**src/sv/esbd_pkg.sv**
```systemverilog
`timescale 1ns / 1ps
// constants and helpers for the epoch seconds to bcd date/time converter
// no dependencies; imported by epoch_seconds_to_bcd_datetime

package esbd_pkg;

   localparam int EPOCH_W  = 32;
   localparam int DAYS_W   = 16;
   localparam int TOD_W    = 17;

   // first second after 2099-12-31 23:59:59
   localparam logic [EPOCH_W-1:0] LIMIT_SECONDS = 32'd4102444800;

   // days = (secs >> 7) / 675, exact ceiling reciprocal for 25-bit operands
   localparam int DAY_SHIFT = 35;
   localparam longint unsigned DAY_RECIP_L = ((64'd1 << DAY_SHIFT) + 64'd674) / 64'd675;
   localparam logic [25:0] DAY_RECIP = DAY_RECIP_L[25:0];

   // four-year cycles = days / 1461 for 16-bit operands
   localparam int CYC_SHIFT = 27;
   localparam longint unsigned CYC_RECIP_L = ((64'd1 << CYC_SHIFT) + 64'd1460) / 64'd1461;
   localparam logic [16:0] CYC_RECIP = CYC_RECIP_L[16:0];

   // hour = (tod >> 4) / 225 for 13-bit operands
   localparam int HOUR_SHIFT = 21;
   localparam longint unsigned HOUR_RECIP_L = ((64'd1 << HOUR_SHIFT) + 64'd224) / 64'd225;
   localparam logic [13:0] HOUR_RECIP = HOUR_RECIP_L[13:0];

   // minutes of day = (tod >> 2) / 15 for 15-bit operands
   localparam int MIN_SHIFT = 19;
   localparam longint unsigned MIN_RECIP_L = ((64'd1 << MIN_SHIFT) + 64'd14) / 64'd15;
   localparam logic [15:0] MIN_RECIP = MIN_RECIP_L[15:0];

   localparam logic [9:0]  DAY_DIV    = 10'd675;
   localparam logic [10:0] CYCLE_DAYS = 11'd1461;
   localparam logic [10:0] YEAR3_DAY  = 11'd1096;
   localparam logic [10:0] YEAR2_DAY  = 11'd730;
   localparam logic [10:0] YEAR1_DAY  = 11'd365;
   localparam logic [7:0]  YEAR_BASE  = 8'd70;

   // day of year on which each month starts, common year
   localparam logic [8:0] MONTH_START [12] = '{
      9'd0, 9'd31, 9'd59, 9'd90, 9'd120, 9'd151,
      9'd181, 9'd212, 9'd243, 9'd273, 9'd304, 9'd334
   };

   // two packed bcd digits of a value below 100
   function automatic logic [7:0] to_bcd(input logic [6:0] v);
      logic [13:0] prod;
      logic [3:0]  tens;
      logic [6:0]  ones;
      prod = 14'(v) * 14'd103;
      tens = prod[13:10];
      ones = v - 7'(tens) * 7'd10;
      return {tens, ones[3:0]};
   endfunction

endpackage

```
**src/sv/epoch_seconds_to_bcd_datetime.sv**
```systemverilog
`timescale 1ns / 1ps
// seconds since 1970-01-01 to packed bcd year, month, day, hour, minute, second
// depends on esbd_pkg

// Converts an unsigned 32-bit seconds count since 1970-01-01 00:00:00 into
// packed BCD year (modulo 100), month, day, hour, minute and second. Inputs
// after 2099-12-31 23:59:59 return all-zero fields with out_of_range set.
// The block is a five-register pipeline: input register, three stages of
// constant-reciprocal multiplies (seconds to days, days to four-year cycles
// and time of day to hours and minutes, then the remainders), and the result
// register after the month lookup and BCD packing. rsp_valid rises once a req
// has passed all five registers; throughput is one transfer per cycle when unstalled.
// Every stage holds while the stage after it is full and stalled, so empty
// stages keep taking new inputs while a result waits on rsp_stall.
module epoch_seconds_to_bcd_datetime (
   input  logic                         clock,
   input  logic                         reset,
   input  logic                         req_valid,
   output logic                         req_stall,
   input  logic [esbd_pkg::EPOCH_W-1:0] req_epoch_seconds,
   output logic                         rsp_valid,
   input  logic                         rsp_stall,
   output logic [7:0]                   rsp_year_bcd,
   output logic [4:0]                   rsp_month_bcd,
   output logic [5:0]                   rsp_day_bcd,
   output logic [5:0]                   rsp_hour_bcd,
   output logic [6:0]                   rsp_minute_bcd,
   output logic [6:0]                   rsp_second_bcd,
   output logic                         rsp_out_of_range
);
   import esbd_pkg::*;

   // stage valids and ready chain
   logic s1_vld_ff, s2_vld_ff, s3_vld_ff, s4_vld_ff, out_vld_ff;
   logic s1_rdy, s2_rdy, s3_rdy, s4_rdy, out_rdy;

   // stage 1: input register
   logic [EPOCH_W-1:0] s1_secs_ff;
   logic               s1_oor_in, s1_oor_ff;

   // stage 2
   logic [50:0]        s1_day_prod;
   logic [DAYS_W-1:0]  s2_days_in, s2_days_ff;
   logic [6:0]         s2_low_ff;
   logic [24:0]        s2_hi_ff;
   logic               s2_oor_ff;

   // stage 3
   logic [25:0]        s2_day_mul;
   logic [24:0]        s2_rem_full;
   logic [TOD_W-1:0]   s3_tod_in, s3_tod_ff;
   logic [32:0]        s2_cyc_prod;
   logic [5:0]         s3_cyc_in, s3_cyc_ff;
   logic [DAYS_W-1:0]  s3_days_ff;
   logic               s3_oor_ff;

   // stage 4
   logic [16:0]        s3_cyc_days;
   logic [10:0]        s4_doy_in, s4_doy_ff;
   logic [26:0]        s3_hour_prod;
   logic [4:0]         s4_hour_in, s4_hour_ff;
   logic [30:0]        s3_min_prod;
   logic [10:0]        s4_mtot_in, s4_mtot_ff;
   logic [5:0]         s4_cyc_ff;
   logic [TOD_W-1:0]   s4_tod_ff;
   logic               s4_oor_ff;

   // calendar fields after stage 4
   logic [8:0]         cal_doy;
   logic [1:0]         cal_yoff;
   logic               cal_leap;
   logic [7:0]         cal_year_raw;
   logic [6:0]         cal_year;
   logic [3:0]         cal_month;
   logic [4:0]         cal_day;
   logic [5:0]         cal_minute;
   logic [5:0]         cal_second;

   // result register
   logic [7:0]         year_bcd_in, year_bcd_ff;
   logic [4:0]         month_bcd_in, month_bcd_ff;
   logic [5:0]         day_bcd_in, day_bcd_ff;
   logic [5:0]         hour_bcd_in, hour_bcd_ff;
   logic [6:0]         minute_bcd_in, minute_bcd_ff;
   logic [6:0]         second_bcd_in, second_bcd_ff;
   logic               oor_ff;

   assign out_rdy = !out_vld_ff || !rsp_stall;
   assign s4_rdy  = !s4_vld_ff || out_rdy;
   assign s3_rdy  = !s3_vld_ff || s4_rdy;
   assign s2_rdy  = !s2_vld_ff || s3_rdy;
   assign s1_rdy  = !s1_vld_ff || s2_rdy;
   assign req_stall = !s1_rdy;

   always_ff @(posedge clock) begin
      if (reset) begin
         s1_vld_ff  <= 1'b0;
         s2_vld_ff  <= 1'b0;
         s3_vld_ff  <= 1'b0;
         s4_vld_ff  <= 1'b0;
         out_vld_ff <= 1'b0;
      end else begin
         if (s1_rdy) s1_vld_ff <= req_valid;
         if (s2_rdy) s2_vld_ff <= s1_vld_ff;
         if (s3_rdy) s3_vld_ff <= s2_vld_ff;
         if (s4_rdy) s4_vld_ff <= s3_vld_ff;
         if (out_rdy) out_vld_ff <= s4_vld_ff;
      end
   end

   // stage 1 -> 2: days = secs / 86400 as (secs >> 7) / 675
   assign s1_oor_in   = (req_epoch_seconds >= LIMIT_SECONDS);
   assign s1_day_prod = 51'(s1_secs_ff[31:7]) * 51'(DAY_RECIP);
   assign s2_days_in  = s1_day_prod[50:DAY_SHIFT];

   // stage 2 -> 3: time of day from the remainder, four-year cycle count
   assign s2_day_mul  = 26'(s2_days_ff) * 26'(DAY_DIV);
   assign s2_rem_full = s2_hi_ff - s2_day_mul[24:0];
   assign s3_tod_in   = {s2_rem_full[9:0], s2_low_ff};
   assign s2_cyc_prod = 33'(s2_days_ff) * 33'(CYC_RECIP);
   assign s3_cyc_in   = s2_cyc_prod[32:CYC_SHIFT];

   // stage 3 -> 4: day within cycle, hour and minute of day
   assign s3_cyc_days  = 17'(s3_cyc_ff) * 17'(CYCLE_DAYS);
   assign s4_doy_in    = 11'(17'(s3_days_ff) - s3_cyc_days);
   assign s3_hour_prod = 27'(s3_tod_ff[16:4]) * 27'(HOUR_RECIP);
   assign s4_hour_in   = s3_hour_prod[HOUR_SHIFT+4:HOUR_SHIFT];
   assign s3_min_prod  = 31'(s3_tod_ff[16:2]) * 31'(MIN_RECIP);
   assign s4_mtot_in   = s3_min_prod[MIN_SHIFT+10:MIN_SHIFT];

   always_ff @(posedge clock) begin
      if (s1_rdy && req_valid) begin
         s1_secs_ff <= req_epoch_seconds;
         s1_oor_ff  <= s1_oor_in;
      end
      if (s2_rdy) begin
         s2_days_ff <= s2_days_in;
         s2_hi_ff   <= s1_secs_ff[31:7];
         s2_low_ff  <= s1_secs_ff[6:0];
         s2_oor_ff  <= s1_oor_ff;
      end
      if (s3_rdy) begin
         s3_tod_ff  <= s3_tod_in;
         s3_cyc_ff  <= s3_cyc_in;
         s3_days_ff <= s2_days_ff;
         s3_oor_ff  <= s2_oor_ff;
      end
      if (s4_rdy) begin
         s4_doy_ff  <= s4_doy_in;
         s4_hour_ff <= s4_hour_in;
         s4_mtot_ff <= s4_mtot_in;
         s4_cyc_ff  <= s3_cyc_ff;
         s4_tod_ff  <= s3_tod_ff;
         s4_oor_ff  <= s3_oor_ff;
      end
   end

   // year within the cycle; third year is the leap year
   always_comb begin
      cal_leap = 1'b0;
      if (s4_doy_ff >= YEAR3_DAY) begin
         cal_doy  = 9'(s4_doy_ff - YEAR3_DAY);
         cal_yoff = 2'd3;
      end else if (s4_doy_ff >= YEAR2_DAY) begin
         cal_doy  = 9'(s4_doy_ff - YEAR2_DAY);
         cal_yoff = 2'd2;
         cal_leap = 1'b1;
      end else if (s4_doy_ff >= YEAR1_DAY) begin
         cal_doy  = 9'(s4_doy_ff - YEAR1_DAY);
         cal_yoff = 2'd1;
      end else begin
         cal_doy  = 9'(s4_doy_ff);
         cal_yoff = 2'd0;
      end
   end

   always_comb begin
      cal_year_raw = YEAR_BASE + {s4_cyc_ff, 2'b00} + 8'(cal_yoff);
      if (cal_year_raw >= 8'd200) begin
         cal_year = 7'(cal_year_raw - 8'd200);
      end else if (cal_year_raw >= 8'd100) begin
         cal_year = 7'(cal_year_raw - 8'd100);
      end else begin
         cal_year = cal_year_raw[6:0];
      end
   end

   // last month whose start is not past the day; leap day counts from march
   always_comb begin
      logic [8:0] start;
      cal_month = 4'd1;
      cal_day   = 5'(cal_doy + 9'd1);
      for (int m = 1; m < 12; m++) begin
         start = MONTH_START[m] + ((m >= 2) ? 9'(cal_leap) : 9'd0);
         if (cal_doy >= start) begin
            cal_month = 4'(m + 1);
            cal_day   = 5'(cal_doy - start + 9'd1);
         end
      end
   end

   assign cal_second = 6'(s4_tod_ff - 17'(s4_mtot_ff) * 17'd60);
   assign cal_minute = 6'(s4_mtot_ff - 11'(s4_hour_ff) * 11'd60);

   always_comb begin
      logic [7:0] mon_b, day_b, hour_b, min_b, sec_b;
      mon_b  = to_bcd(7'(cal_month));
      day_b  = to_bcd(7'(cal_day));
      hour_b = to_bcd(7'(s4_hour_ff));
      min_b  = to_bcd(7'(cal_minute));
      sec_b  = to_bcd(7'(cal_second));
      year_bcd_in   = to_bcd(cal_year);
      month_bcd_in  = mon_b[4:0];
      day_bcd_in    = day_b[5:0];
      hour_bcd_in   = hour_b[5:0];
      minute_bcd_in = min_b[6:0];
      second_bcd_in = sec_b[6:0];
      if (s4_oor_ff) begin
         year_bcd_in   = '0;
         month_bcd_in  = '0;
         day_bcd_in    = '0;
         hour_bcd_in   = '0;
         minute_bcd_in = '0;
         second_bcd_in = '0;
      end
   end

   always_ff @(posedge clock) begin
      if (out_rdy) begin
         year_bcd_ff   <= year_bcd_in;
         month_bcd_ff  <= month_bcd_in;
         day_bcd_ff    <= day_bcd_in;
         hour_bcd_ff   <= hour_bcd_in;
         minute_bcd_ff <= minute_bcd_in;
         second_bcd_ff <= second_bcd_in;
         oor_ff        <= s4_oor_ff;
      end
   end

   assign rsp_valid        = out_vld_ff;
   assign rsp_year_bcd     = year_bcd_ff;
   assign rsp_month_bcd    = month_bcd_ff;
   assign rsp_day_bcd      = day_bcd_ff;
   assign rsp_hour_bcd     = hour_bcd_ff;
   assign rsp_minute_bcd   = minute_bcd_ff;
   assign rsp_second_bcd   = second_bcd_ff;
   assign rsp_out_of_range = oor_ff;

endmodule

```
**config.mk**
```make
export PLATFORM = sky130hd
export DESIGN_NAME = epoch_seconds_to_bcd_datetime
export DESIGN_NICKNAME = d
export VERILOG_FILES = /design/src/sv/esbd_pkg.sv /design/src/sv/epoch_seconds_to_bcd_datetime.sv
export SDC_FILE = /design/constraint.sdc
export NUM_CORES = 2
export LEC_CHECK = 0
export ABC_AREA = 1
export BUFFER_PORTS_ARGS = -buffer_cell sky130_fd_sc_hd__buf_2
export CORE_MARGIN = 2
export CORE_UTILIZATION = 43
export DETAILED_ROUTE_END_ITERATION = 10
export MAX_ROUTING_LAYER = met4
export PLACE_DENSITY_LB_ADDON = 0.2
export SLEW_MARGIN = 20
export SYNTH_ARGS = -nofsm -noshare
export SYNTH_HDL_FRONTEND = slang
export SYNTH_SLANG_ARGS = --single-unit
export TNS_END_PERCENT = 10
```
**constraint.sdc**
```tcl
create_clock -name clock -period 10.35 [get_ports clock]
set_input_delay 1.5525 -clock clock [delete_from_list [all_inputs] [get_ports clock]]
set_output_delay 1.5525 -clock clock [all_outputs]
set_load 0.005 [all_outputs]
```
-- Word level (Yosys, flattened, before mapping)
Cells that the tools add are included.
- add/subtract/negate cells: 50
- $mul: 20
- $lt $le $gt $ge: 17
- mux-type cells: 32
- reduce and logical (&&, ||, !) cells: 13
- operator list (kind ; number):
    9-bit >= comparator ; 7
    5-bit by 1-bit adder with 5-bit output (second input constant) ; 12
    5-bit 2-to-1 mux ; 11
    25-bit by 26-bit multiplier with 51-bit output (second input constant) ; 1
    5-bit subtractor ; 10
    4-bit 2-to-1 mux ; 10
    8-bit by 1-bit adder with 9-bit output (first input constant) ; 4
    32-bit >= comparator (second input constant) ; 1
    16-bit by 15-bit multiplier with 31-bit output (second input constant) ; 1
    15-bit by 16-bit multiplier with 30-bit output (second input constant) ; 1
    9-bit by 1-bit adder with 9-bit output (first input constant) ; 3
    9-bit 2-to-1 mux ; 3
    13-bit by 14-bit multiplier with 26-bit output (second input constant) ; 1
    6-bit by 7-bit multiplier with 13-bit output (second input constant) ; 2
    5-bit by 7-bit multiplier with 12-bit output (second input constant) ; 2
    4-bit subtractor ; 6
    9-bit by 8-bit >= comparator with 1-bit output ; 2
    7-bit by 1-bit adder with 8-bit output (first input constant) ; 2
    16-bit by 10-bit multiplier with 10-bit output (second input constant) ; 1
    7-bit by 7-bit multiplier with 14-bit output (second input constant) ; 1
    7-bit 2-to-1 mux ; 2
    7-bit subtractor (second input constant) ; 2
    6-bit subtractor ; 2
    11-bit by 10-bit >= comparator with 1-bit output (second input constant) ; 1
    28 further kinds ; 44
- register bits after elaboration: 187
- input port bits: 36
- output and inout port bits: 42
- word-level logic and storage cells: 160

-- Depth between registers and ports, before layout
- depth after elaboration: 20
- depth in mapped cells: 58
- mapped depth without buffers: 58

-- Worst setup path before layout
Ideal clock, no wire load.
- path kind: register -> register
- start point: register s4_doy_ff[4]
- end point: register day_bcd_ff[3], in the netlist rsp_day_bcd[3] (data pin)
- setup time: 0.255 ns
- arrival: 6.955 ns
- data required time: 10.095 ns
- path slack: 3.140 ns
- stages on the path, launching flop included: 54
- buffers on the path: 0
- clock period less this slack: 7.210 ns
- cell sequence: edfxtp_1 -> inv_2 -> ha_1 -> nand2_2 -> nand2_2 -> nor2_2 -> nor2_4 -> nand2_8 -> nor2_4 -> nand2_1 -> nand3_2 -> inv_1 -> ha_1 -> inv_1 -> a21oi_1 -> nor2_1 -> nand3_1 -> nand2_1 -> (+18 left out) -> inv_1 -> ha_1 -> nand2_1 -> o21ai_0 -> a21oi_1 -> nand2_2 -> inv_2 -> nand2_1 -> inv_1 -> ha_1 -> inv_1 -> fa_1 -> inv_1 -> nand2_1 -> nand2_1 -> nand3_1 -> nand2_1 -> nor2_1
- longest elaborated chain between the ends: 20
- elaborated cells between the ends (all ways): 69
- classes of those cells: 37 x add/sub; 2 x mul; 14 x order compare; 16 x mux
- ends and longest elaborated chain (item ; line ; RTL):
    start: declaration ; epoch_seconds_to_bcd_datetime.sv:59 ; logic [10:0] s4_doy_in, s4_doy_ff;
    start signal: assignment ; epoch_seconds_to_bcd_datetime.sv:149 ; s4_doy_ff <= s4_doy_in;
    parallel branches: the longest is 16 deep, another holds 11-bit by 10-bit >= comparator with 1-bit output ; n/a ;
    5-bit 2-to-1 mux * ; epoch_seconds_to_bcd_datetime.sv:195 ; if (cal_doy >= start) begin
    5-bit by 7-bit multiplier with 12-bit output ; esbd_pkg.sv:52 ; prod = 14'(v) * 14'd103;
    2-bit by 3-bit multiplier with 3-bit output ; esbd_pkg.sv:54 ; ones = v - 7'(tens) * 7'd10;
    4-bit subtractor * ; esbd_pkg.sv:54 ;
    end signal: assignment ; epoch_seconds_to_bcd_datetime.sv:232 ; day_bcd_ff <= day_bcd_in;
    end: declaration ; epoch_seconds_to_bcd_datetime.sv:82 ; logic [5:0] day_bcd_in, day_bcd_ff;
Every way passes the cells marked *.
A chain may end at the register's enable or synchronous reset.

-- Worst setup path in the final report
Same ends and word-level chain as after synthesis.

==> flow_summary.toml <==
[final_layout]
antenna_cells = 0
layout.nets = 4731
drive_above_1_share = 0.0605
area_growth_pct = 6.66

[synthesis]
ys.flop_type = "edfxtp_1"
synth_top_area_frac = 0.308
ys_top_cells_by_area = "ha_1, fa_1, edfxtp_1"
ys_types = 57
synth-edff-count = 177
ys_seq_area_frac = 0.163
synthXorXnorAreaFrac = 0.0378
netlist.top_cell.by_area = "ha_1"
synthTopCellsByCount = "inv_1, ha_1, fa_1, nand2_1, edfxtp_1"
synth.most_common_cell = "inv_1"
ys_ff_latch = 182
synth_top_family_by_area = "adder cells"
synth_fa_ha_area_frac = 0.553
synthArstFlopShare = 0
synth.area.mux_share = 0
syn_area_per_cell_um2 = 9.80
syn_area_um2 = 33200
syn_inst = 3386
synthesis.nets = 4645
synth.yosys.warnings = 0
synth-simple-area-share = 0.0830
synth_compound_area_frac = 0.0613

[critical_path]
startpoint_type = "flop"
cp.arrival_ns = 8.75
cp-end-kind = "flop"
path_common_cell = "inv_1"
slowest_delay_ns = 0.55
required_ns = 10.60
crit_type = "reg2reg"
crit_path_max_fanout = 13
cp_slowest_cell = "fa_1"

[grt]
grt_antenna_before_repair = 0
met2_usage = 0.339
grt_start_max_net_pins = 43
grt_pass1_vias = 23288
gr-usage-met1 = 0.251
gr-total-overflow = 0
grt_pass1_wl_um = 119000
grt.busiest_layer = "met2"
grt_use_total = 0.196
grt_use_met3 = 0.0201

[timing]
maxSlewHeadroom = 0.381
rsz0062_at_grt = "false"
finalHoldViolations = 0
tightest_slew_ns = 0.926
setup_tns_ns = 0
slew_violations = 0
min_period_over_period = 0.821
setup-violations-final = 0
period_minus_slack_ns = 8.50
finClkSkew_ns = 0.0173
max_freq_ghz = 0.118

[cts]
clk_path_buf_depth = 2
root_buffer = "clkbuf_16"
clkTransAtPathRegs_ns = 0.09
cts.sinks = 182
clkLatencyLatePin_ns = 0.50
postCtsSetupRepairBufs = 0
cts_tree = "yes"
numCtsBuffers = 17
hold_buffers = 0
h-tree-depth = 4
ctsResizeCount = 0

[drt]
drt_iter0_drc = 824
firstDrtPassIters = 5
wl_per_cell_um = 15.8
routed_via_density = 4.84
antenna_left = 0
drc = 0
routed_wl_um = 71100
num_vias = 21865

[place]
place_congestion = 0.888
hpwl_um = 61100
portBuffers = 77

[floorplanning]
dieArea_um2 = 79400
rows = 101
io-pin-count = 78
core_um2 = 76200
die_y_um = 282
start_util = 0.435
die_w_um = 282

[run_status]
outcome = "complete, no violations"

[hold_path]
holdCritPathClass = "reg2reg"

[job]
drv_cap = 0
[per-stage QoR]
step                setup slack (ns)   util  hold slack [ns]  instance area, µm²  std cells
floorplan                       3.14      -            0.400               33200       3386
global placement                1.89  0.456            0.401               34800       4483
detailed placement              1.84  0.456            0.405               34800       4483
CTS                             1.80  0.464            0.421               35400       4515
global route                   0.975  0.464            0.419               35400       4515
finish                          1.85  0.464            0.415               35400       4515
[cell type report]
class                           instances  area [µm²]
Fill cell                            7269       40800
Multi-Input combinational cell       2326       24400
Sequential cell                       182        5420
Inverter                              863        3250
Tap cell                             1030        1290
Clock buffer                           18         429
Timing Repair Buffer                   82         423
Clock inverter                         14         175
[per-layer routing]
layer | part of all wire | wire length [µm]
met5 | 0 | 0
met4 | 0.015 | 1050
met3 | 0.022 | 1560
met2 | 0.49 | 34900
met1 | 0.47 | 33600
[sequential cells by signal, summed over array words and instances, names as in the netlist, 7 cells and up]
signal / flops
s1_secs_ff: 32
s3_tod_ff: 17
s2_days_ff: 16
s3_days_ff: 11
s4_doy_ff: 11
s2_hi_ff: 10
rsp_year_bcd: 8
rsp_minute_bcd: 7
rsp_second_bcd: 7
s2_low_ff: 7
[logic make-up after synthesis]
| family | after synthesis |
|---|---|
| adders and majority gates | 1223 |
| buffers and inverters | 878 |
| and+or+nand+nor | 609 |
| AOI/OAI and AO/OA | 351 |
| DFF | 182 |
| xor gates and xnor gates | 143 |
[cell usage in the layout (no fill, tap or decap), types with 4 or more instances in the layout]
cell type  synthesis  routed
buf_2              1      77
edfxtp_1         177     177
nand3_2           10      10
o2111ai_1          8       8
nand2_2           25      26
nand4_1           24      24
o21bai_1           6       6
or2_2              9       9
nand2_1          275     274
o21ai_1           10      10
xnor2_1           56      56
clkbuf_16          0      17
dfxtp_1            5       5
a21o_1            16      16
o21a_1             5       5
a31oi_1            9       9
nor2_1           154     154
nor2_4             4       4
and2_1             4       4
a21oi_1          172     172
a31o_2             4       4
inv_6              0       7
fa_1             407     407
nor4_1             6       6
ha_1             816     816
inv_1            840     839
o221ai_1           6       6
inv_8              0       4
nand3_1           63      63
buf_4              0       5
xor2_1            87      87
inv_2             20      21
nor2_2             9       9
o211ai_1          10      10
o31ai_1            5       5
nor3_1            14      14
o21ai_0           75      75
nand2_4            4       4
[worst max-delay path, delay by kind of cell, from the launching register on]
family                     cells  cell delay, ns
buffers and inverters         13            1.30
DFF                            1            0.47
AOI/OAI and AO/OA             10            1.32
adders and majority gates      8            2.63
and+or+nand+nor               23            2.50
[path summary, 6_finish.rpt]
check                         start                      endpoint  slack (ns)  cells past startpoint
min          s2_low_ff[1]$_DFFE_PP_        s3_tod_ff[1]$_DFFE_PP_        0.41                      0
max reg2reg  s4_doy_ff[4]$_DFFE_PP_  rsp_day_bcd[3]$_SDFFCE_PP0P_        1.85                     54
min reg2reg  s2_low_ff[1]$_DFFE_PP_        s3_tod_ff[1]$_DFFE_PP_        0.41                      0
max          s4_doy_ff[4]$_DFFE_PP_  rsp_day_bcd[3]$_SDFFCE_PP0P_        1.85                     54
Power is not shown: default switching activity piles up to over one toggle a cycle in this logic, so the estimate is an artifact.
